### config.mk
export PLATFORM = sky130hd
export DESIGN_NAME = front_insert_list_with_extract
export DESIGN_NICKNAME = d
export VERILOG_FILES = /design/src/sv/fil_pkg.sv /design/src/sv/fil_cell.sv /design/src/sv/front_insert_list_with_extract.sv
export SDC_FILE = /design/constraint.sdc
export NUM_CORES = 2
export LEC_CHECK = 0
export ABC_AREA = 0
export BUFFER_PORTS_ARGS = -buffer_cell sky130_fd_sc_hd__buf_2
export CORE_ASPECT_RATIO = 1.75
export CORE_MARGIN = 2
export CORE_UTILIZATION = 30
export DETAILED_ROUTE_END_ITERATION = 8
export PLACE_DENSITY_LB_ADDON = 0.25
export SLEW_MARGIN = 15
export SYNTH_ARGS = -nofsm -noshare
export SYNTH_HDL_FRONTEND = slang
export SYNTH_SLANG_ARGS = --single-unit
### constraint.sdc
create_clock -name aclk -period 4.8 [get_ports aclk]
set_input_delay 0.48 -clock aclk [delete_from_list [all_inputs] [get_ports aclk]]
set_output_delay 0.48 -clock aclk [all_outputs]
set_load 0.01 [all_outputs]
### src/sv/fil_pkg.sv
package fil_pkg;

    localparam int LIST_DEPTH = 16;
    localparam int VALUE_W    = 32;
    localparam int CNT_W      = $clog2(LIST_DEPTH + 1);
    localparam int COUNT_W    = 5;

    localparam logic ACT_INSERT  = 1'b0;
    localparam logic ACT_EXTRACT = 1'b1;

    typedef enum logic [1:0] {
        ST_DONE      = 2'd0,
        ST_NOT_FOUND = 2'd1,
        ST_FULL      = 2'd2
    } status_t;

    typedef struct packed {
        logic                      action;
        logic signed [VALUE_W-1:0] item_value;
    } in_t;

    typedef struct packed {
        status_t              status;
        logic [COUNT_W-1:0]   count_after;
        logic                 is_empty;
    } out_t;

    typedef struct packed {
        logic insert_en;
        logic extract_en;
    } cell_ctrl_t;

endpackage

### src/sv/fil_cell.sv
module fil_cell (
    input  logic                                aclk,
    input  fil_pkg::cell_ctrl_t                 ctrl,
    input  logic                                occupied,
    input  logic signed [fil_pkg::VALUE_W-1:0]  item_value,
    input  logic signed [fil_pkg::VALUE_W-1:0]  prev_value,
    input  logic signed [fil_pkg::VALUE_W-1:0]  next_value,
    input  logic                                hit_in,
    output logic signed [fil_pkg::VALUE_W-1:0]  value,
    output logic                                hit_out
);

    logic signed [fil_pkg::VALUE_W-1:0] value_reg;
    logic signed [fil_pkg::VALUE_W-1:0] value_next;
    logic                               match;

    assign match   = occupied && (value_reg == item_value);
    assign hit_out = hit_in || match;
    assign value   = value_reg;

    always_comb begin
        value_next = value_reg;
        if (ctrl.insert_en) begin
            value_next = prev_value;
        end else if (ctrl.extract_en && hit_out) begin
            value_next = next_value;
        end
    end

    always_ff @(posedge aclk) begin
        value_reg <= value_next;
    end

endmodule

### src/sv/front_insert_list_with_extract.sv
// Channel | Ports                     | Carries
// input   | s_valid s_ready s_data    | action, item_value
// result  | m_valid m_ready m_data    | status, count_after, is_empty
//
// One transaction per cycle while s_ready is high: each item updates the cell
// chain at the edge that accepts it, where its result is also registered; the
// result is valid from the next cycle on.
// The match search runs as a priority chain through the cells.
// Reset clears the count and the result valid; cell contents are not reset.
// s_ready drops only while a result is held and m_ready is low.
module front_insert_list_with_extract (
    input  logic           aclk,
    input  logic           aresetn,
    input  logic           s_valid,
    output logic           s_ready,
    input  fil_pkg::in_t   s_data,
    output logic           m_valid,
    input  logic           m_ready,
    output fil_pkg::out_t  m_data
);

    localparam int N = fil_pkg::LIST_DEPTH;
    localparam int W = fil_pkg::VALUE_W;
    localparam int C = fil_pkg::CNT_W;

    logic [C-1:0]         count_reg;
    logic [C-1:0]         count_next;
    logic                 m_valid_reg;
    fil_pkg::out_t        m_data_reg;
    fil_pkg::out_t        m_data_next;

    logic                 accept;
    logic                 full;
    logic                 found;
    fil_pkg::cell_ctrl_t  ctrl;

    logic signed [W-1:0]  cell_value [N];
    logic                 hit        [N+1];
    logic [C+fil_pkg::COUNT_W-1:0] count_wide;

    assign s_ready = !m_valid_reg || m_ready;
    assign accept  = s_valid && s_ready;
    assign full    = (count_reg == C'(N));
    assign found   = hit[N];

    assign ctrl.insert_en  = accept && (s_data.action == fil_pkg::ACT_INSERT) && !full;
    assign ctrl.extract_en = accept && (s_data.action == fil_pkg::ACT_EXTRACT);

    assign hit[0] = 1'b0;

    genvar i;
    generate
        for (i = 0; i < N; i++) begin : g_cell
            logic signed [W-1:0] prev_v;
            logic signed [W-1:0] next_v;
            if (i == 0) begin : g_first
                assign prev_v = s_data.item_value;
            end else begin : g_mid
                assign prev_v = cell_value[i-1];
            end
            if (i == N - 1) begin : g_last
                assign next_v = cell_value[i];
            end else begin : g_inner
                assign next_v = cell_value[i+1];
            end
            fil_cell u_cell (
                .aclk       (aclk),
                .ctrl       (ctrl),
                .occupied   (C'(i) < count_reg),
                .item_value (s_data.item_value),
                .prev_value (prev_v),
                .next_value (next_v),
                .hit_in     (hit[i]),
                .value      (cell_value[i]),
                .hit_out    (hit[i+1])
            );
        end
    endgenerate

    always_comb begin
        count_next = count_reg;
        m_data_next.status = fil_pkg::ST_DONE;
        if (s_data.action == fil_pkg::ACT_INSERT) begin
            if (full) begin
                m_data_next.status = fil_pkg::ST_FULL;
            end else begin
                count_next = count_reg + C'(1);
            end
        end else begin
            if (found) begin
                count_next = count_reg - C'(1);
            end else begin
                m_data_next.status = fil_pkg::ST_NOT_FOUND;
            end
        end
        count_wide               = {{fil_pkg::COUNT_W{1'b0}}, count_next};
        m_data_next.count_after  = count_wide[fil_pkg::COUNT_W-1:0];
        m_data_next.is_empty     = (count_next == '0);
    end

    always_ff @(posedge aclk) begin
        if (!aresetn) begin
            count_reg   <= '0;
            m_valid_reg <= 1'b0;
        end else begin
            if (accept) begin
                count_reg   <= count_next;
                m_valid_reg <= 1'b1;
            end else if (m_ready) begin
                m_valid_reg <= 1'b0;
            end
        end
    end

    always_ff @(posedge aclk) begin
        if (accept) begin
            m_data_reg <= m_data_next;
        end
    end

    assign m_valid = m_valid_reg;
    assign m_data  = m_data_reg;

endmodule

==> out/qor.yml <==
drt:
  wl_um: 108000
  drt_iter0_markers: 1603
  vias_per_cell: 4.90
  drt_first_pass_iters: 5
  drtAntennaViolNets: 0
  vias: 20800
  routedWlPerCell_um: 25.5
  drt_drc_violations_left: 0
floorplan:
  core_region_area_um2: 94100
  floorplan.initialDensity_pct: 30.3
  rows: 149
  die_x_um: 237
  ioPinCount: 47
  die_area_um2: 97600
  die_h_um: 412
yosys:
  yosysWarnings: 0
  synth-seq-cells: 526
  synth_edf_count: 520
  yosys.area.top_type: "edfxtp_1"
  synthTopCellsByArea: "edfxtp_1 (55%), nand2_1 (19%), xor2_1 (8.0%), xnor2_1 (7.8%), nand4_1 (1.7%)"
  yosysSeqAreaShare_pct: 55.2
  netlist_top_cells_count: "nand2_1 (1466), edfxtp_1 (520), xor2_1 (261), xnor2_1 (254), clkbuf_1 (97)"
  synth.avg_cell_area_um2: 9.57
  syn_area_um2: 28500
  yosysMostFrequentCell: "nand2_1"
  synth_top_flop_cell: "edfxtp_1"
  ys_async_sr_fraction_pct: 0
  synth.top_cell.area_share_pct: 54.8
  synth_fp_nets: 3019
  syn_inst: 2978
  netlist-cell-type-count: 56
power_and_ir_drop:
  p_int_w: 0.00836
  leakage_nw: 12.8
  p_sw_share_pct: 28.0
  clockPowerShare_pct: 38.8
  cellPowerDensity_nw_per_um2: 362
  ir_drop_v: 0.000266
  p_total_w: 0.0116
  power_frac_seq_pct: 48.6
  p_sw_w: 0.00326
  p_comb_share_pct: 12.6
global_route:
  grt.overflow.total: 0
  use_met2_pct: 40.7
  grtUsageMet3_pct: 1.81
  grt_pass1_vias: 21200
  track_usage_pct: 21.9
  antenna_found_initial: 7
  grt_start_max_net_pins: 136
  top_usage_layer: "met2"
  grt_pass1_wl_um: 152000
  use_met1_pct: 20.5
finish:
  nets: 3020
  drive_gt1_share_pct: 7.84
  largest_reg_flops: 512
  syn2layout_area_growth_pct: 12.5
critical_path:
  crit_slowest_cell: "nor4_1"
  cp-end-kind: "flip-flop"
  crit_arrival_ps: 4300
  startpoint_type: "flip-flop"
  crit_buf_inv: 0
  required_ps: 5240
  path_cells: "xor2_1, nor4_1, nand4_1, or4_1, o41ai_4, nor3_2, and2_4, o31ai_4, xor2_2, nor4b_1"
  slowest_delay_ps: 990
  path_delay_family: "simple AND/OR/NAND/NOR gates"
  crit_fanout: 5
  critPathKind: "flip-flop to flip-flop"
clock_network:
  cts-root-buf: "clkbuf_16"
  cts_setup_buffers: 0
  clock_sinks: 526
  cts_buffers: 53
  path_clk_slew_ps: 70
  cts_tree: "yes"
  clock_path_buffers: 3
  htree_levels: 2
  ctsResizeCount: 0
  hold_buffers: 0
  insertion_delay_ps: 660
sta:
  max_slew.worst_pin.slew_ps: 1130
  final.setup.tns_ps: 0
  period_share_pct: 80.6
  setup_viol: 0
  hold_viol: 0
  rsz0062_at_grt: "no"
  min_period_ps: 3870
  fin_skew_ps: 38.0
  slew_headroom_pct: 23.8
  fmax_mhz: 259
  maxSlewViolCount: 0
placed_design:
  globalplace.congestion: 0.930
  io_buffers: 46
  dp_hpwl_um: 82000
run:
  maxCapViolations: 0
status:
  outcome: "complete, no violations"
worst_hold_path:
  hp-class: "primary input to flip-flop"
==> path summary, 6_finish.rpt <==
check | startpoint | to | slack [ps] | cells past startpoint
max | g_cell[13].u_cell.value[3] | m_data[0] | 930 | 10
min | s_valid | m_valid | 120 | 3
max reg2reg | g_cell[13].u_cell.value[3] | m_data[0] | 930 | 10
min reg2reg | g_cell[14].u_cell.value[24] | g_cell[15].u_cell.value[24] | 500 | 0
==> through the flow <==
stage / util [%] / hold WS [ps] / setup slack [ps] / std cells / instance area (µm²)
5_1_grt: 34.0 / 116 / 983 / 4239 / 32100
2_1_floorplan: - / 471 / 50.9 / 2978 / 28500
3_3_place_gp: 32.1 / 495 / 474 / 4132 / 30200
6_report: 34.0 / 115 / 932 / 4239 / 32100
3_5_place_dp: 32.1 / 492 / 494 / 4132 / 30200
4_1_cts: 34.0 / 86.1 / 1060 / 4232 / 32000
==> layout by cell type, fill, tap and decap left out, types with 13 or more instances in the layout <==
cell and count:
buf_2 46, xnor2_1 254, buf_4 66, nand3_1 25
nand2_1 1464, nand4_1 76, nor2_1 14, nor4_1 74
xor2_1 261, nor3_1 20, edfxtp_1 520, buf_12 13
clkbuf_16 53, clkinv_2 14
==> kinds of logic (layout without fill, tap and decap cells) <==
logic type,after synthesis,count (layout),share of synthesized area [%]
other cells,0,7,0
fa+ha+maj,4,4,0.176
mux,2,2,0.0702
compound gates,45,45,1.26
flops,526,526,55.2
simple gates,1700,1700,24.3
buf+inv,185,231,3.14
xor+xnor,516,516,15.9
==> metal layers <==
layer / share of wire (%) / routed length [µm]
met3: 2.9 / 3140
met1: 33 / 35400
met5: 0 / 0
met4: 12 / 12800
met2: 53 / 57000
==> layout make-up <==
class                           count  area (µm²)
Fill cell                        9753       62100
Sequential cell                   526       15700
Multi-Input combinational cell   2267       12000
Tap cell                         1208        1510
Clock buffer                       66        1420
Timing Repair Buffer              125         986
Clock inverter                     34         408
Inverter                            6        30.0
Antenna cell                        7        17.5
==> tightest hold or removal path, delay by kind of cell <==
kind | cells | cell delay (ps)
AO/OA/AOI/OAI | 1 | 60
buffers and inverters | 2 | 150
==> power groups by stage <==
stage                     Sequential [W]  Clock, W  Combinational (W)
after detailed placement         0.00574         0            0.00145
after CTS                        0.00564   0.00457            0.00146
after global placement           0.00574         0            0.00144
after global routing             0.00566   0.00470            0.00156
final                            0.00564   0.00451            0.00146
after floorplan                  0.00561         0           0.000923
No activity file was read; power rests on OpenSTA's default activity.
